**src/sv/bt_pkg.sv**
```systemverilog
// shared types and constants for the blob tracker voice allocator
// no dependencies; used by every module of the block
`default_nettype none

package bt_pkg;

   localparam int VOICES_DEF      = 8;
   localparam int FRAME_BLOBS_DEF = 16;

   localparam int X_W     = 10;
   localparam int Y_W     = 9;
   localparam int MD_W    = 8;
   localparam int VOICE_W = 3;

   localparam logic [MD_W-1:0] MD_RESET = 8'd50;

   typedef enum logic [2:0] {
      EV_UPDATED    = 3'd0,
      EV_VOICE_ON   = 3'd1,
      EV_VOICE_OFF  = 3'd2,
      EV_DROPPED    = 3'd3,
      EV_FRAME_DONE = 3'd4
   } bt_ev_type;

   typedef enum logic [3:0] {
      ST_IDLE,
      ST_SCAN,
      ST_BLOB_EMIT,
      ST_EOF_ORD,
      ST_EOF_POS,
      ST_EOF_REF,
      ST_EOF_SCAN,
      ST_EOF_EMIT,
      ST_DONE_EMIT
   } bt_state_type;

   typedef struct packed {
      logic                last;
      logic [VOICE_W-1:0]  voice;
      bt_ev_type           kind;
   } bt_event_type;

endpackage

`default_nettype wire

```
**src/sv/bt_dist.sv**
```systemverilog
// pipelined squared-distance compare: abs diffs, squares, sum and compare
// depends on bt_pkg for coordinate widths
`default_nettype none

module bt_dist #(
   parameter int TAG_W = 3
) (
   input  wire logic                    clock,
   input  wire logic                    reset,
   input  wire logic [bt_pkg::MD_W-1:0] max_distance,
   input  wire logic                    in_valid,
   input  wire logic [TAG_W-1:0]        in_tag,
   input  wire logic [bt_pkg::X_W-1:0]  a_x,
   input  wire logic [bt_pkg::Y_W-1:0]  a_y,
   input  wire logic [bt_pkg::X_W-1:0]  b_x,
   input  wire logic [bt_pkg::Y_W-1:0]  b_y,
   output logic                         out_valid,
   output logic                         out_hit,
   output logic [TAG_W-1:0]             out_tag,
   output logic                         busy
);

   localparam int SQX_W = 2 * bt_pkg::X_W;
   localparam int SQY_W = 2 * bt_pkg::Y_W;
   localparam int RAD_W = 2 * bt_pkg::MD_W;
   localparam int SUM_W = SQX_W + 1;

   logic [RAD_W-1:0]       rad_sq_ff;
   logic [bt_pkg::X_W-1:0] dx_ff;
   logic [bt_pkg::Y_W-1:0] dy_ff;
   logic                   v1_ff;
   logic [TAG_W-1:0]       tag1_ff;
   logic [SQX_W-1:0]       sqx_ff;
   logic [SQY_W-1:0]       sqy_ff;
   logic                   v2_ff;
   logic [TAG_W-1:0]       tag2_ff;
   logic [SUM_W-1:0]       sum;

   always_ff @(posedge clock) begin
      if (reset) begin
         v1_ff <= 1'b0;
         v2_ff <= 1'b0;
      end else begin
         v1_ff <= in_valid;
         v2_ff <= v1_ff;
      end
   end

   always_ff @(posedge clock) begin
      rad_sq_ff <= RAD_W'(max_distance) * RAD_W'(max_distance);
      dx_ff     <= (a_x > b_x) ? (a_x - b_x) : (b_x - a_x);
      dy_ff     <= (a_y > b_y) ? (a_y - b_y) : (b_y - a_y);
      tag1_ff   <= in_tag;
      sqx_ff    <= SQX_W'(dx_ff) * SQX_W'(dx_ff);
      sqy_ff    <= SQY_W'(dy_ff) * SQY_W'(dy_ff);
      tag2_ff   <= tag1_ff;
   end

   assign sum       = SUM_W'(sqx_ff) + SUM_W'(sqy_ff);
   assign out_hit   = sum <= SUM_W'(rad_sq_ff);
   assign out_valid = v2_ff;
   assign out_tag   = tag2_ff;
   assign busy      = v1_ff | v2_ff;

endmodule

`default_nettype wire

```
**src/sv/bt_store.sv**
```systemverilog
// state memories: tracked positions per voice, insertion order, frame blobs
// depends on bt_pkg for coordinate widths; all reads registered
`default_nettype none

module bt_store #(
   parameter int VOICES      = bt_pkg::VOICES_DEF,
   parameter int FRAME_BLOBS = bt_pkg::FRAME_BLOBS_DEF,
   localparam int VW = $clog2(VOICES),
   localparam int FW = $clog2(FRAME_BLOBS)
) (
   input  wire logic                   clock,
   // tracked position per voice
   input  wire logic                   trk_re,
   input  wire logic [VW-1:0]          trk_ra,
   output logic [bt_pkg::X_W-1:0]      trk_rd_x,
   output logic [bt_pkg::Y_W-1:0]      trk_rd_y,
   input  wire logic                   trk_we,
   input  wire logic [VW-1:0]          trk_wa,
   input  wire logic [bt_pkg::X_W-1:0] trk_wd_x,
   input  wire logic [bt_pkg::Y_W-1:0] trk_wd_y,
   // insertion order
   input  wire logic                   ord_re,
   input  wire logic [VW-1:0]          ord_ra,
   output logic [VW-1:0]               ord_rd,
   input  wire logic                   ord_we,
   input  wire logic [VW-1:0]          ord_wa,
   input  wire logic [VW-1:0]          ord_wd,
   // blobs of the current frame
   input  wire logic                   frm_re,
   input  wire logic [FW-1:0]          frm_ra,
   output logic [bt_pkg::X_W-1:0]      frm_rd_x,
   output logic [bt_pkg::Y_W-1:0]      frm_rd_y,
   input  wire logic                   frm_we,
   input  wire logic [FW-1:0]          frm_wa,
   input  wire logic [bt_pkg::X_W-1:0] frm_wd_x,
   input  wire logic [bt_pkg::Y_W-1:0] frm_wd_y
);

   logic [bt_pkg::X_W-1:0] trk_x_mem [VOICES];
   logic [bt_pkg::Y_W-1:0] trk_y_mem [VOICES];
   logic [VW-1:0]          ord_mem   [VOICES];
   logic [bt_pkg::X_W-1:0] frm_x_mem [FRAME_BLOBS];
   logic [bt_pkg::Y_W-1:0] frm_y_mem [FRAME_BLOBS];

   always_ff @(posedge clock) begin
      if (trk_we) begin
         trk_x_mem[trk_wa] <= trk_wd_x;
         trk_y_mem[trk_wa] <= trk_wd_y;
      end
      if (trk_re) begin
         trk_rd_x <= trk_x_mem[trk_ra];
         trk_rd_y <= trk_y_mem[trk_ra];
      end
   end

   always_ff @(posedge clock) begin
      if (ord_we) begin
         ord_mem[ord_wa] <= ord_wd;
      end
      if (ord_re) begin
         ord_rd <= ord_mem[ord_ra];
      end
   end

   always_ff @(posedge clock) begin
      if (frm_we) begin
         frm_x_mem[frm_wa] <= frm_wd_x;
         frm_y_mem[frm_wa] <= frm_wd_y;
      end
      if (frm_re) begin
         frm_rd_x <= frm_x_mem[frm_ra];
         frm_rd_y <= frm_y_mem[frm_ra];
      end
   end

endmodule

`default_nettype wire

```
**src/sv/bt_seq.sv**
```systemverilog
// sequencer: match scan, voice allocation and end-of-frame release
// depends on bt_pkg; drives bt_store ports and feeds bt_dist
`default_nettype none

module bt_seq #(
   parameter int VOICES      = bt_pkg::VOICES_DEF,
   parameter int FRAME_BLOBS = bt_pkg::FRAME_BLOBS_DEF,
   localparam int VW  = $clog2(VOICES),
   localparam int FW  = $clog2(FRAME_BLOBS),
   localparam int VCW = $clog2(VOICES + 1),
   localparam int FCW = $clog2(FRAME_BLOBS + 1)
) (
   input  wire logic                   clock,
   input  wire logic                   reset,
   // input words
   input  wire logic                   req_valid,
   output logic                        req_ready,
   input  wire logic                   req_kind,
   input  wire logic [bt_pkg::X_W-1:0] req_x,
   input  wire logic [bt_pkg::Y_W-1:0] req_y,
   // result slot
   input  wire logic                   out_free,
   output logic                        emit_valid,
   output bt_pkg::bt_event_type        emit_ev,
   // memories
   output logic                        trk_re,
   output logic [VW-1:0]               trk_ra,
   input  wire logic [bt_pkg::X_W-1:0] trk_rd_x,
   input  wire logic [bt_pkg::Y_W-1:0] trk_rd_y,
   output logic                        trk_we,
   output logic [VW-1:0]               trk_wa,
   output logic [bt_pkg::X_W-1:0]      trk_wd_x,
   output logic [bt_pkg::Y_W-1:0]      trk_wd_y,
   output logic                        ord_re,
   output logic [VW-1:0]               ord_ra,
   input  wire logic [VW-1:0]          ord_rd,
   output logic                        ord_we,
   output logic [VW-1:0]               ord_wa,
   output logic [VW-1:0]               ord_wd,
   output logic                        frm_re,
   output logic [FW-1:0]               frm_ra,
   input  wire logic [bt_pkg::X_W-1:0] frm_rd_x,
   input  wire logic [bt_pkg::Y_W-1:0] frm_rd_y,
   output logic                        frm_we,
   output logic [FW-1:0]               frm_wa,
   output logic [bt_pkg::X_W-1:0]      frm_wd_x,
   output logic [bt_pkg::Y_W-1:0]      frm_wd_y,
   // distance unit
   output logic                        dist_valid,
   output logic [VW-1:0]               dist_tag,
   output logic [bt_pkg::X_W-1:0]      dist_a_x,
   output logic [bt_pkg::Y_W-1:0]      dist_a_y,
   output logic [bt_pkg::X_W-1:0]      dist_b_x,
   output logic [bt_pkg::Y_W-1:0]      dist_b_y,
   input  wire logic                   res_valid,
   input  wire logic                   res_hit,
   input  wire logic [VW-1:0]          res_tag,
   input  wire logic                   dist_busy
);

   function automatic logic [bt_pkg::VOICE_W-1:0] voice_field(input logic [VW-1:0] v);
      logic [VW+bt_pkg::VOICE_W-1:0] w;
      w = {{bt_pkg::VOICE_W{1'b0}}, v};
      return w[bt_pkg::VOICE_W-1:0];
   endfunction

   localparam logic [VOICES-1:0] ONE_HOT0 = {{(VOICES-1){1'b0}}, 1'b1};

   bt_pkg::bt_state_type   state_ff, state_in;
   logic [VCW-1:0]         tracked_count_ff, tracked_count_in;
   logic [FCW-1:0]         frame_count_ff, frame_count_in;
   logic [VOICES-1:0]      voice_busy_ff, voice_busy_in;
   logic                   ord_pend_ff, ord_pend_in;
   logic                   trk_pend_ff, trk_pend_in;
   logic                   frm_pend_ff, frm_pend_in;

   logic [VCW-1:0]         k_ff, k_in;
   logic [VCW-1:0]         keep_ff, keep_in;
   logic [FCW-1:0]         i_ff, i_in;
   logic                   found_ff, found_in;
   logic [VW-1:0]          found_v_ff, found_v_in;
   logic                   seen_ff, seen_in;
   logic [VW-1:0]          cur_v_ff, cur_v_in;
   logic [VW-1:0]          tag_ff, tag_in;
   logic [bt_pkg::X_W-1:0] blob_x_ff, blob_x_in;
   logic [bt_pkg::Y_W-1:0] blob_y_ff, blob_y_in;
   logic [bt_pkg::X_W-1:0] ref_x_ff, ref_x_in;
   logic [bt_pkg::Y_W-1:0] ref_y_ff, ref_y_in;
   bt_pkg::bt_event_type   ev_ff, ev_in;

   logic                   free_ok;
   logic [VW-1:0]          free_v;
   logic                   scan_done;
   logic                   eof_done;
   logic [VCW-1:0]         k_plus;

   // lowest free voice
   always_comb begin
      free_ok = 1'b0;
      free_v  = '0;
      for (int v = VOICES - 1; v >= 0; v--) begin
         if (!voice_busy_ff[v]) begin
            free_ok = 1'b1;
            free_v  = VW'(v);
         end
      end
   end

   assign k_plus    = k_ff + VCW'(1);
   assign scan_done = (found_ff || (k_ff >= tracked_count_ff))
                      && !ord_pend_ff && !trk_pend_ff && !dist_busy;
   assign eof_done  = (seen_ff || (i_ff >= frame_count_ff))
                      && !frm_pend_ff && !dist_busy;

   // distance unit compares either a tracked entry with the new blob,
   // or a frame blob with the tracked entry under test
   assign dist_valid = trk_pend_ff | frm_pend_ff;
   assign dist_tag   = tag_ff;
   assign dist_a_x   = trk_pend_ff ? trk_rd_x : frm_rd_x;
   assign dist_a_y   = trk_pend_ff ? trk_rd_y : frm_rd_y;
   assign dist_b_x   = trk_pend_ff ? blob_x_ff : ref_x_ff;
   assign dist_b_y   = trk_pend_ff ? blob_y_ff : ref_y_ff;

   assign req_ready = (state_ff == bt_pkg::ST_IDLE);

   always_comb begin
      state_in         = state_ff;
      tracked_count_in = tracked_count_ff;
      frame_count_in   = frame_count_ff;
      voice_busy_in    = voice_busy_ff;
      ord_pend_in      = 1'b0;
      trk_pend_in      = 1'b0;
      frm_pend_in      = 1'b0;
      k_in             = k_ff;
      keep_in          = keep_ff;
      i_in             = i_ff;
      found_in         = found_ff;
      found_v_in       = found_v_ff;
      seen_in          = seen_ff;
      cur_v_in         = cur_v_ff;
      tag_in           = tag_ff;
      blob_x_in        = blob_x_ff;
      blob_y_in        = blob_y_ff;
      ref_x_in         = ref_x_ff;
      ref_y_in         = ref_y_ff;
      ev_in            = ev_ff;

      emit_valid = 1'b0;
      emit_ev    = ev_ff;
      trk_re     = 1'b0;
      trk_ra     = '0;
      trk_we     = 1'b0;
      trk_wa     = '0;
      trk_wd_x   = blob_x_ff;
      trk_wd_y   = blob_y_ff;
      ord_re     = 1'b0;
      ord_ra     = '0;
      ord_we     = 1'b0;
      ord_wa     = '0;
      ord_wd     = '0;
      frm_re     = 1'b0;
      frm_ra     = '0;
      frm_we     = 1'b0;
      frm_wa     = '0;
      frm_wd_x   = req_x;
      frm_wd_y   = req_y;

      case (state_ff)
         bt_pkg::ST_IDLE: begin
            if (req_valid) begin
               if (!req_kind) begin
                  if (frame_count_ff == FCW'(FRAME_BLOBS)) begin
                     ev_in    = '{last: 1'b1, voice: '0, kind: bt_pkg::EV_DROPPED};
                     state_in = bt_pkg::ST_BLOB_EMIT;
                  end else begin
                     frm_we         = 1'b1;
                     frm_wa         = frame_count_ff[FW-1:0];
                     frame_count_in = frame_count_ff + FCW'(1);
                     blob_x_in      = req_x;
                     blob_y_in      = req_y;
                     k_in           = '0;
                     found_in       = 1'b0;
                     state_in       = bt_pkg::ST_SCAN;
                  end
               end else begin
                  k_in     = '0;
                  keep_in  = '0;
                  state_in = (tracked_count_ff == '0) ? bt_pkg::ST_DONE_EMIT
                                                      : bt_pkg::ST_EOF_ORD;
               end
            end
         end

         bt_pkg::ST_SCAN: begin
            // issue order reads one per cycle, stop at the first hit
            if (!found_ff && !(res_valid && res_hit) && (k_ff < tracked_count_ff)) begin
               ord_re      = 1'b1;
               ord_ra      = k_ff[VW-1:0];
               ord_pend_in = 1'b1;
               k_in        = k_plus;
            end
            if (ord_pend_ff) begin
               trk_re      = 1'b1;
               trk_ra      = ord_rd;
               trk_pend_in = 1'b1;
               tag_in      = ord_rd;
            end
            if (res_valid && res_hit && !found_ff) begin
               found_in   = 1'b1;
               found_v_in = res_tag;
            end
            if (scan_done) begin
               state_in = bt_pkg::ST_BLOB_EMIT;
               if (found_ff) begin
                  trk_we = 1'b1;
                  trk_wa = found_v_ff;
                  ev_in  = '{last: 1'b1, voice: voice_field(found_v_ff),
                             kind: bt_pkg::EV_UPDATED};
               end else if (!free_ok || (tracked_count_ff >= VCW'(VOICES))) begin
                  // table full, blob stays in the frame store
                  ev_in = '{last: 1'b1, voice: '0, kind: bt_pkg::EV_DROPPED};
               end else begin
                  voice_busy_in    = voice_busy_ff | (ONE_HOT0 << free_v);
                  trk_we           = 1'b1;
                  trk_wa           = free_v;
                  ord_we           = 1'b1;
                  ord_wa           = tracked_count_ff[VW-1:0];
                  ord_wd           = free_v;
                  tracked_count_in = tracked_count_ff + VCW'(1);
                  ev_in            = '{last: 1'b1, voice: voice_field(free_v),
                                       kind: bt_pkg::EV_VOICE_ON};
               end
            end
         end

         bt_pkg::ST_BLOB_EMIT: begin
            if (out_free) begin
               emit_valid = 1'b1;
               state_in   = bt_pkg::ST_IDLE;
            end
         end

         bt_pkg::ST_EOF_ORD: begin
            ord_re   = 1'b1;
            ord_ra   = k_ff[VW-1:0];
            state_in = bt_pkg::ST_EOF_POS;
         end

         bt_pkg::ST_EOF_POS: begin
            cur_v_in = ord_rd;
            trk_re   = 1'b1;
            trk_ra   = ord_rd;
            state_in = bt_pkg::ST_EOF_REF;
         end

         bt_pkg::ST_EOF_REF: begin
            ref_x_in = trk_rd_x;
            ref_y_in = trk_rd_y;
            i_in     = '0;
            seen_in  = 1'b0;
            state_in = bt_pkg::ST_EOF_SCAN;
         end

         bt_pkg::ST_EOF_SCAN: begin
            // stream frame blobs against this entry until one is close
            if (!seen_ff && !(res_valid && res_hit) && (i_ff < frame_count_ff)) begin
               frm_re      = 1'b1;
               frm_ra      = i_ff[FW-1:0];
               frm_pend_in = 1'b1;
               i_in        = i_ff + FCW'(1);
            end
            if (res_valid && res_hit) begin
               seen_in = 1'b1;
            end
            if (eof_done) begin
               if (seen_ff) begin
                  // compact the order list in place; keep never passes k
                  ord_we  = 1'b1;
                  ord_wa  = keep_ff[VW-1:0];
                  ord_wd  = cur_v_ff;
                  keep_in = keep_ff + VCW'(1);
                  k_in    = k_plus;
                  state_in = (k_plus >= tracked_count_ff) ? bt_pkg::ST_DONE_EMIT
                                                          : bt_pkg::ST_EOF_ORD;
               end else begin
                  voice_busy_in = voice_busy_ff & ~(ONE_HOT0 << cur_v_ff);
                  ev_in         = '{last: 1'b0, voice: voice_field(cur_v_ff),
                                    kind: bt_pkg::EV_VOICE_OFF};
                  state_in      = bt_pkg::ST_EOF_EMIT;
               end
            end
         end

         bt_pkg::ST_EOF_EMIT: begin
            if (out_free) begin
               emit_valid = 1'b1;
               k_in       = k_plus;
               state_in   = (k_plus >= tracked_count_ff) ? bt_pkg::ST_DONE_EMIT
                                                         : bt_pkg::ST_EOF_ORD;
            end
         end

         bt_pkg::ST_DONE_EMIT: begin
            emit_ev = '{last: 1'b1, voice: '0, kind: bt_pkg::EV_FRAME_DONE};
            if (out_free) begin
               emit_valid       = 1'b1;
               tracked_count_in = keep_ff;
               frame_count_in   = '0;
               state_in         = bt_pkg::ST_IDLE;
            end
         end

         default: begin
            state_in = bt_pkg::ST_IDLE;
         end
      endcase
   end

   always_ff @(posedge clock) begin
      if (reset) begin
         state_ff         <= bt_pkg::ST_IDLE;
         tracked_count_ff <= '0;
         frame_count_ff   <= '0;
         voice_busy_ff    <= '0;
         ord_pend_ff      <= 1'b0;
         trk_pend_ff      <= 1'b0;
         frm_pend_ff      <= 1'b0;
      end else begin
         state_ff         <= state_in;
         tracked_count_ff <= tracked_count_in;
         frame_count_ff   <= frame_count_in;
         voice_busy_ff    <= voice_busy_in;
         ord_pend_ff      <= ord_pend_in;
         trk_pend_ff      <= trk_pend_in;
         frm_pend_ff      <= frm_pend_in;
      end
   end

   always_ff @(posedge clock) begin
      k_ff       <= k_in;
      keep_ff    <= keep_in;
      i_ff       <= i_in;
      found_ff   <= found_in;
      found_v_ff <= found_v_in;
      seen_ff    <= seen_in;
      cur_v_ff   <= cur_v_in;
      tag_ff     <= tag_in;
      blob_x_ff  <= blob_x_in;
      blob_y_ff  <= blob_y_in;
      ref_x_ff   <= ref_x_in;
      ref_y_ff   <= ref_y_in;
      ev_ff      <= ev_in;
   end

   a_emit_slot: assert property (@(posedge clock) disable iff (reset)
      emit_valid |-> out_free)
      else $error("result pushed while output slot occupied");

   a_frame_bound: assert property (@(posedge clock) disable iff (reset)
      frame_count_ff <= FCW'(FRAME_BLOBS))
      else $error("frame store count overflow");

   a_busy_count: assert property (@(posedge clock) disable iff (reset)
      (state_ff == bt_pkg::ST_IDLE) |->
         ($countones(voice_busy_ff) == int'(tracked_count_ff)))
      else $error("busy voices disagree with tracked count");

   a_accept_quiet: assert property (@(posedge clock) disable iff (reset)
      (req_valid && req_ready) |->
         !(ord_pend_ff || trk_pend_ff || frm_pend_ff || dist_busy))
      else $error("word accepted with reads still in flight");

endmodule

`default_nettype wire

```
**src/sv/blob_tracker_voice_allocator_top.sv**
```systemverilog
// blob tracker voice allocator: one input word handled at a time, kind on tuser
// detected blob: a single result word after a scan of the tracked entries (no scan with
//   a full frame store), an early match ends the scan sooner
// end of frame: each tracked entry is compared against the blobs of the frame, a voice-off
//   word for each entry with no close blob, then the frame-done word; a full result slot adds stalls
// synchronous active-high reset clears counts, busy voices and handshake state
`default_nettype none

module blob_tracker_voice_allocator_top #(
   parameter int VOICES      = bt_pkg::VOICES_DEF,
   parameter int FRAME_BLOBS = bt_pkg::FRAME_BLOBS_DEF
) (
   input  wire logic        clock,
   input  wire logic        reset,
   // input words
   input  wire logic        req_tvalid,
   output logic             req_tready,
   input  wire logic [23:0] req_tdata,  // blob_x [9:0], blob_y [18:10], zero pad
   input  wire logic        req_tuser,  // kind: 0 detected blob, 1 end of frame
   // result words
   output logic             rsp_tvalid,
   input  wire logic        rsp_tready,
   output logic [7:0]       rsp_tdata,  // event_kind [2:0], voice [5:3], zero pad
   output logic             rsp_tlast,  // last result of the input word
   // match radius register
   input  wire logic        csr_we,
   input  wire logic [7:0]  csr_wdata
);

   localparam int VW = $clog2(VOICES);
   localparam int FW = $clog2(FRAME_BLOBS);

   // configuration register
   logic [bt_pkg::MD_W-1:0] max_distance_ff;

   // output slot
   logic                 rsp_valid_ff;
   bt_pkg::bt_event_type rsp_ev_ff;
   logic                 out_free;
   logic                 emit_valid;
   bt_pkg::bt_event_type emit_ev;

   // memory ports
   logic                   trk_re, trk_we, ord_re, ord_we, frm_re, frm_we;
   logic [VW-1:0]          trk_ra, trk_wa, ord_ra, ord_wa, ord_wd, ord_rd;
   logic [FW-1:0]          frm_ra, frm_wa;
   logic [bt_pkg::X_W-1:0] trk_rd_x, trk_wd_x, frm_rd_x, frm_wd_x;
   logic [bt_pkg::Y_W-1:0] trk_rd_y, trk_wd_y, frm_rd_y, frm_wd_y;

   // distance unit
   logic                   dist_valid, res_valid, res_hit, dist_busy;
   logic [VW-1:0]          dist_tag, res_tag;
   logic [bt_pkg::X_W-1:0] dist_a_x, dist_b_x;
   logic [bt_pkg::Y_W-1:0] dist_a_y, dist_b_y;

   always_ff @(posedge clock) begin
      if (reset) begin
         max_distance_ff <= bt_pkg::MD_RESET;
      end else if (csr_we) begin
         max_distance_ff <= csr_wdata;
      end
   end

   // the slot frees when taken, so a new result can load in the same cycle
   assign out_free = !rsp_valid_ff || rsp_tready;

   always_ff @(posedge clock) begin
      if (reset) begin
         rsp_valid_ff <= 1'b0;
      end else if (emit_valid) begin
         rsp_valid_ff <= 1'b1;
      end else if (rsp_tready) begin
         rsp_valid_ff <= 1'b0;
      end
   end

   always_ff @(posedge clock) begin
      if (emit_valid) begin
         rsp_ev_ff <= emit_ev;
      end
   end

   assign rsp_tvalid = rsp_valid_ff;
   assign rsp_tdata  = {2'b00, rsp_ev_ff.voice, rsp_ev_ff.kind};
   assign rsp_tlast  = rsp_ev_ff.last;

   bt_seq #(
      .VOICES      (VOICES),
      .FRAME_BLOBS (FRAME_BLOBS)
   ) u_seq (
      .clock      (clock),
      .reset      (reset),
      .req_valid  (req_tvalid),
      .req_ready  (req_tready),
      .req_kind   (req_tuser),
      .req_x      (req_tdata[9:0]),
      .req_y      (req_tdata[18:10]),
      .out_free   (out_free),
      .emit_valid (emit_valid),
      .emit_ev    (emit_ev),
      .trk_re     (trk_re),
      .trk_ra     (trk_ra),
      .trk_rd_x   (trk_rd_x),
      .trk_rd_y   (trk_rd_y),
      .trk_we     (trk_we),
      .trk_wa     (trk_wa),
      .trk_wd_x   (trk_wd_x),
      .trk_wd_y   (trk_wd_y),
      .ord_re     (ord_re),
      .ord_ra     (ord_ra),
      .ord_rd     (ord_rd),
      .ord_we     (ord_we),
      .ord_wa     (ord_wa),
      .ord_wd     (ord_wd),
      .frm_re     (frm_re),
      .frm_ra     (frm_ra),
      .frm_rd_x   (frm_rd_x),
      .frm_rd_y   (frm_rd_y),
      .frm_we     (frm_we),
      .frm_wa     (frm_wa),
      .frm_wd_x   (frm_wd_x),
      .frm_wd_y   (frm_wd_y),
      .dist_valid (dist_valid),
      .dist_tag   (dist_tag),
      .dist_a_x   (dist_a_x),
      .dist_a_y   (dist_a_y),
      .dist_b_x   (dist_b_x),
      .dist_b_y   (dist_b_y),
      .res_valid  (res_valid),
      .res_hit    (res_hit),
      .res_tag    (res_tag),
      .dist_busy  (dist_busy)
   );

   bt_store #(
      .VOICES      (VOICES),
      .FRAME_BLOBS (FRAME_BLOBS)
   ) u_store (
      .clock    (clock),
      .trk_re   (trk_re),
      .trk_ra   (trk_ra),
      .trk_rd_x (trk_rd_x),
      .trk_rd_y (trk_rd_y),
      .trk_we   (trk_we),
      .trk_wa   (trk_wa),
      .trk_wd_x (trk_wd_x),
      .trk_wd_y (trk_wd_y),
      .ord_re   (ord_re),
      .ord_ra   (ord_ra),
      .ord_rd   (ord_rd),
      .ord_we   (ord_we),
      .ord_wa   (ord_wa),
      .ord_wd   (ord_wd),
      .frm_re   (frm_re),
      .frm_ra   (frm_ra),
      .frm_rd_x (frm_rd_x),
      .frm_rd_y (frm_rd_y),
      .frm_we   (frm_we),
      .frm_wa   (frm_wa),
      .frm_wd_x (frm_wd_x),
      .frm_wd_y (frm_wd_y)
   );

   // squared distance against the squared radius, with registered diffs and squares
   bt_dist #(
      .TAG_W (VW)
   ) u_dist (
      .clock        (clock),
      .reset        (reset),
      .max_distance (max_distance_ff),
      .in_valid     (dist_valid),
      .in_tag       (dist_tag),
      .a_x          (dist_a_x),
      .a_y          (dist_a_y),
      .b_x          (dist_b_x),
      .b_y          (dist_b_y),
      .out_valid    (res_valid),
      .out_hit      (res_hit),
      .out_tag      (res_tag),
      .busy         (dist_busy)
   );

endmodule

`default_nettype wire
```
**config.mk**
```make
export PLATFORM = sky130hd
export DESIGN_NAME = blob_tracker_voice_allocator_top
export DESIGN_NICKNAME = d
export VERILOG_FILES = /design/src/sv/bt_pkg.sv /design/src/sv/bt_dist.sv /design/src/sv/bt_store.sv /design/src/sv/bt_seq.sv /design/src/sv/blob_tracker_voice_allocator_top.sv
export SDC_FILE = /design/constraint.sdc
export NUM_CORES = 1
export LEC_CHECK = 0
export BUFFER_PORTS_ARGS = -buffer_cell sky130_fd_sc_hd__clkbuf_2
export CELL_PAD_IN_SITES_DETAIL_PLACEMENT = 0
export CELL_PAD_IN_SITES_GLOBAL_PLACEMENT = 1
export CORE_MARGIN = 2
export CORE_UTILIZATION = 50
export CTS_CLUSTER_SIZE = 16
export DETAILED_ROUTE_END_ITERATION = 8
export HOLD_SLACK_MARGIN = 0.02
export PLACE_DENSITY = 0.78
export SLEW_MARGIN = 10
export SYNTH_ARGS = -nofsm -noshare
export SYNTH_HDL_FRONTEND = slang
export SYNTH_SLANG_ARGS = --single-unit
```
**constraint.sdc**
```tcl
create_clock -name clock -period 11.8 [get_ports clock]
set_clock_uncertainty 0.15 [all_clocks]
set_input_delay 1.18 -clock clock [delete_from_list [all_inputs] [get_ports clock]]
set_output_delay 1.18 -clock clock [all_outputs]
set_load 0.02 [all_outputs]
```
==> metrics <==
1st-iter DRT viols 1593; RSZ-0062 raised after global routing false; Fin Setup TNS 0 ps; die area 0.0732 mm2; most common flop cell mapped by yosys edfxtp_1; drc violations 0; HP Class reg2reg; status finished clean; synth unique cells 84; global-route wire length before repair 119 mm; critical-path cell list ha_1 -> a211o_1 -> a21oi_1 -> o21ai_0 -> a21o_1 -> a21oi_1 -> xnor2_1 -> ha_1 -> and4_1 -> o311ai_0 -> a211oi_1 -> nor4_2 -> a31oi_4 -> buf_4 -> and2_1 -> o21ai_0 -> o22ai_1; final setup vio count 0; CP Class reg2reg; Post-synth ARST share 0%; Hold EP u_dist.out_tag[1]$_DFF_P_; worst-margin pin slew 1200 ps; min-delay src u_dist.tag1_ff[1]$_DFF_P_; Tmin final 6050 ps; Core ar. 0.0701 mm2; Pre-Repair DR Iteration Count 6; top-area cell type share of the netlist area 50.4%; Die W 270 um; Synth Cell Area 0.0355 mm2; worst reg2reg setup slack 5750 ps; routed len/inst 20.4 um; slew margin rel. 20.3%; Slowest cell on crit path and2_1; Max IR drop VDD 146 uV; Seq cells post-synth 707; pin count of the biggest net entering global routing 50; Post-synth EDFFs 596; worst-case reg-to-reg path depth 17; clock tree buffer depth 3; FF-to-FF Start u_dist.sqy_ff[3]$_DFF_P_; Chip Height 270 um; CP Capture Type flip-flop; GPL Wtd Cong 0.813; # fillers 5700; Leakage Power 15.0 nW; Reg clk slew, reported paths 60 ps; Root Driver clkbuf_16; fin crit share 51.3%; CP Max Fanout 43; initial antenna violation count 0; I/O Buffers 41; count leader, synth edfxtp_1; synthesis-to-finish area growth 10.6%; register area share after synthesis 56.7%; Min-Delay Path Depth 0; total of max-cap violations 0; Synth Area per Inst 13.5 um2; top post-synthesis cells by area edfxtp_1, ha_1, dfxtp_1; Synth top cells by count edfxtp_1, inv_1, ha_1; IO Count 49; Antenna diodes 0; Synth Instances 2634; final WL 75.3 mm; vias per cell 5.72; end of the worst register-to-register path u_store.frm_rd_x[7]$_DFFE_PP_; CTS buffer count 75; final hold violation count 0; vias 21100; clock sink count 707; Fin Hold WS 176 ps; initial core utilization 50.6%; CTS resizes 0; post-cts hold buffer count 0; CTS H-tree lvls 3; max-slew violations 0; total track usage 20.8%; startpoint type of the worst setup path flip-flop; Required @ worst endpoint 12070 ps; grt ovf 0; Max stage delay on crit path 1020 ps; largest area contributor in the netlist edfxtp_1; vias in the first global route 21800; CTS tree yes; post-DP HPWL 49.5 mm; Yosys warning count 0; Setup Buffers After CTS 0; # rows 97; Final nets 3041; worst-skew pair later-pin latency 630 ps; Arr. time, crit path 6320 ps; maximum clock frequency 0.165 GHz; share of cells above drive strength 1 12.5%; antenna viol nets, final 0; pwr/cell area 201 mW/mm2
[worst max-delay path, delay by kind of cell, from the launching register on]
kind | cells | cell delay (ps)
AO/OA/AOI/OAI | 10 | 2570
AND/OR/NAND/NOR | 3 | 1480
adder cells (fa/ha/maj) | 2 | 670
buffers and inverters | 1 | 520
flip-flops | 1 | 300
XOR/XNOR | 1 | 110
[sequential cells by signal, summed over array words and instances (netlist names), 10 cells and up]
signal             cells
u_store.frm_x_mem    160
u_store.trk_x_mem     80
u_store.frm_rd_x      10
u_dist.sqy_ff         17
u_store.trk_rd_x      10
u_store.ord_mem       24
u_dist.sqx_ff         19
u_seq.trk_wd_x        10
u_store.trk_y_mem     72
u_seq.ref_x_ff        10
u_dist.dx_ff          10
u_store.frm_y_mem    144
u_dist.rad_sq_ff      15
[cells in the final DEF (no fill, tap or decap), types with 29 or more instances in the layout]
| cell type | count |
|---|---|
| inv_1 | 241 |
| a21oi_1 | 125 |
| ha_1 | 198 |
| buf_4 | 42 |
| nand3_1 | 35 |
| edfxtp_1 | 596 |
| o21ai_1 | 29 |
| nor2b_1 | 35 |
| fa_1 | 109 |
| mux2_2 | 30 |
| and2_1 | 85 |
| clkbuf_16 | 75 |
| o21ai_0 | 97 |
| clkbuf_2 | 41 |
| xnor2_1 | 59 |
| nand2_1 | 124 |
| mux2i_1 | 95 |
| dfxtp_1 | 110 |
| mux4_2 | 79 |
| nor2_1 | 115 |
[layout make-up]
class	instances	area, um2	area share (%)
clock inverters	38	414	1.06
clock buffers	96	1970	5.01
multi-input cells	1585	14100	36.0
flip-flops and latches	707	20100	51.3
inverters	244	916	2.33
repair buffers	83	520	1.33
well taps	940	1180	3.00
[cells by family (layout without fill, tap and decap cells)]
logic type | count (synthesis) | count (layout) | synth area share [%]
XOR/XNOR | 86 | 86 | 2.12
multiplexers | 205 | 205 | 8.67
buffers and inverters | 343 | 461 | 3.80
flip-flops | 707 | 707 | 56.7
other | 1 | 2 | 0.0106
AND/OR/NAND/NOR | 533 | 533 | 7.43
adder cells (fa/ha/maj) | 307 | 307 | 13.1
AO/OA/AOI/OAI | 452 | 452 | 8.17
[per-stage QoR]
step	std cells	util, %	instance area (um2)	setup slack (ps)	power (mW)
global route	3693	56.0	39200	5530	8.43
detailed placement	3559	52.6	36900	5890	5.67
global placement	3559	52.6	36900	5920	5.63
finish	3693	56.0	39200	5750	7.88
CTS	3693	56.0	39200	5880	7.95
floorplan	2635	-	35500	6690	5.05
[per-layer routing]
layer  part of all wire [%]  vias up  GRT usage [%]
li1                       -     9758              -
met1                     42    10600           27.4
met2                     50      626           35.9
met3                    5.7      105           3.12
met4                    2.0        0           6.08
met5                      0        -              0
[worst max-delay path by stage]
stage	start	endpoint	slack (ps)
after floorplan	u_dist.dx_ff[5]$_DFF_P_	u_dist.sqx_ff[17]$_DFF_P_	6690
after global placement	u_dist.sqy_ff[3]$_DFF_P_	u_store.frm_rd_x[7]$_DFFE_PP_	5920
after detailed placement	u_dist.sqy_ff[3]$_DFF_P_	u_store.frm_rd_x[7]$_DFFE_PP_	5890
after CTS	u_dist.sqy_ff[3]$_DFF_P_	u_store.frm_rd_x[7]$_DFFE_PP_	5880
after global routing	u_dist.sqy_ff[3]$_DFF_P_	u_store.frm_rd_x[4]$_DFFE_PP_	5530
final	u_dist.sqy_ff[3]$_DFF_P_	u_store.frm_rd_x[7]$_DFFE_PP_	5750
[report_power, final]
group	internal, mW	leakage (nW)	switching (mW)
Combinational	1.06	7.61	1.44
Sequential	2.96	6.26	0.155
Clock	1.28	1.15	0.973
(Power assumes the default switching activity.)
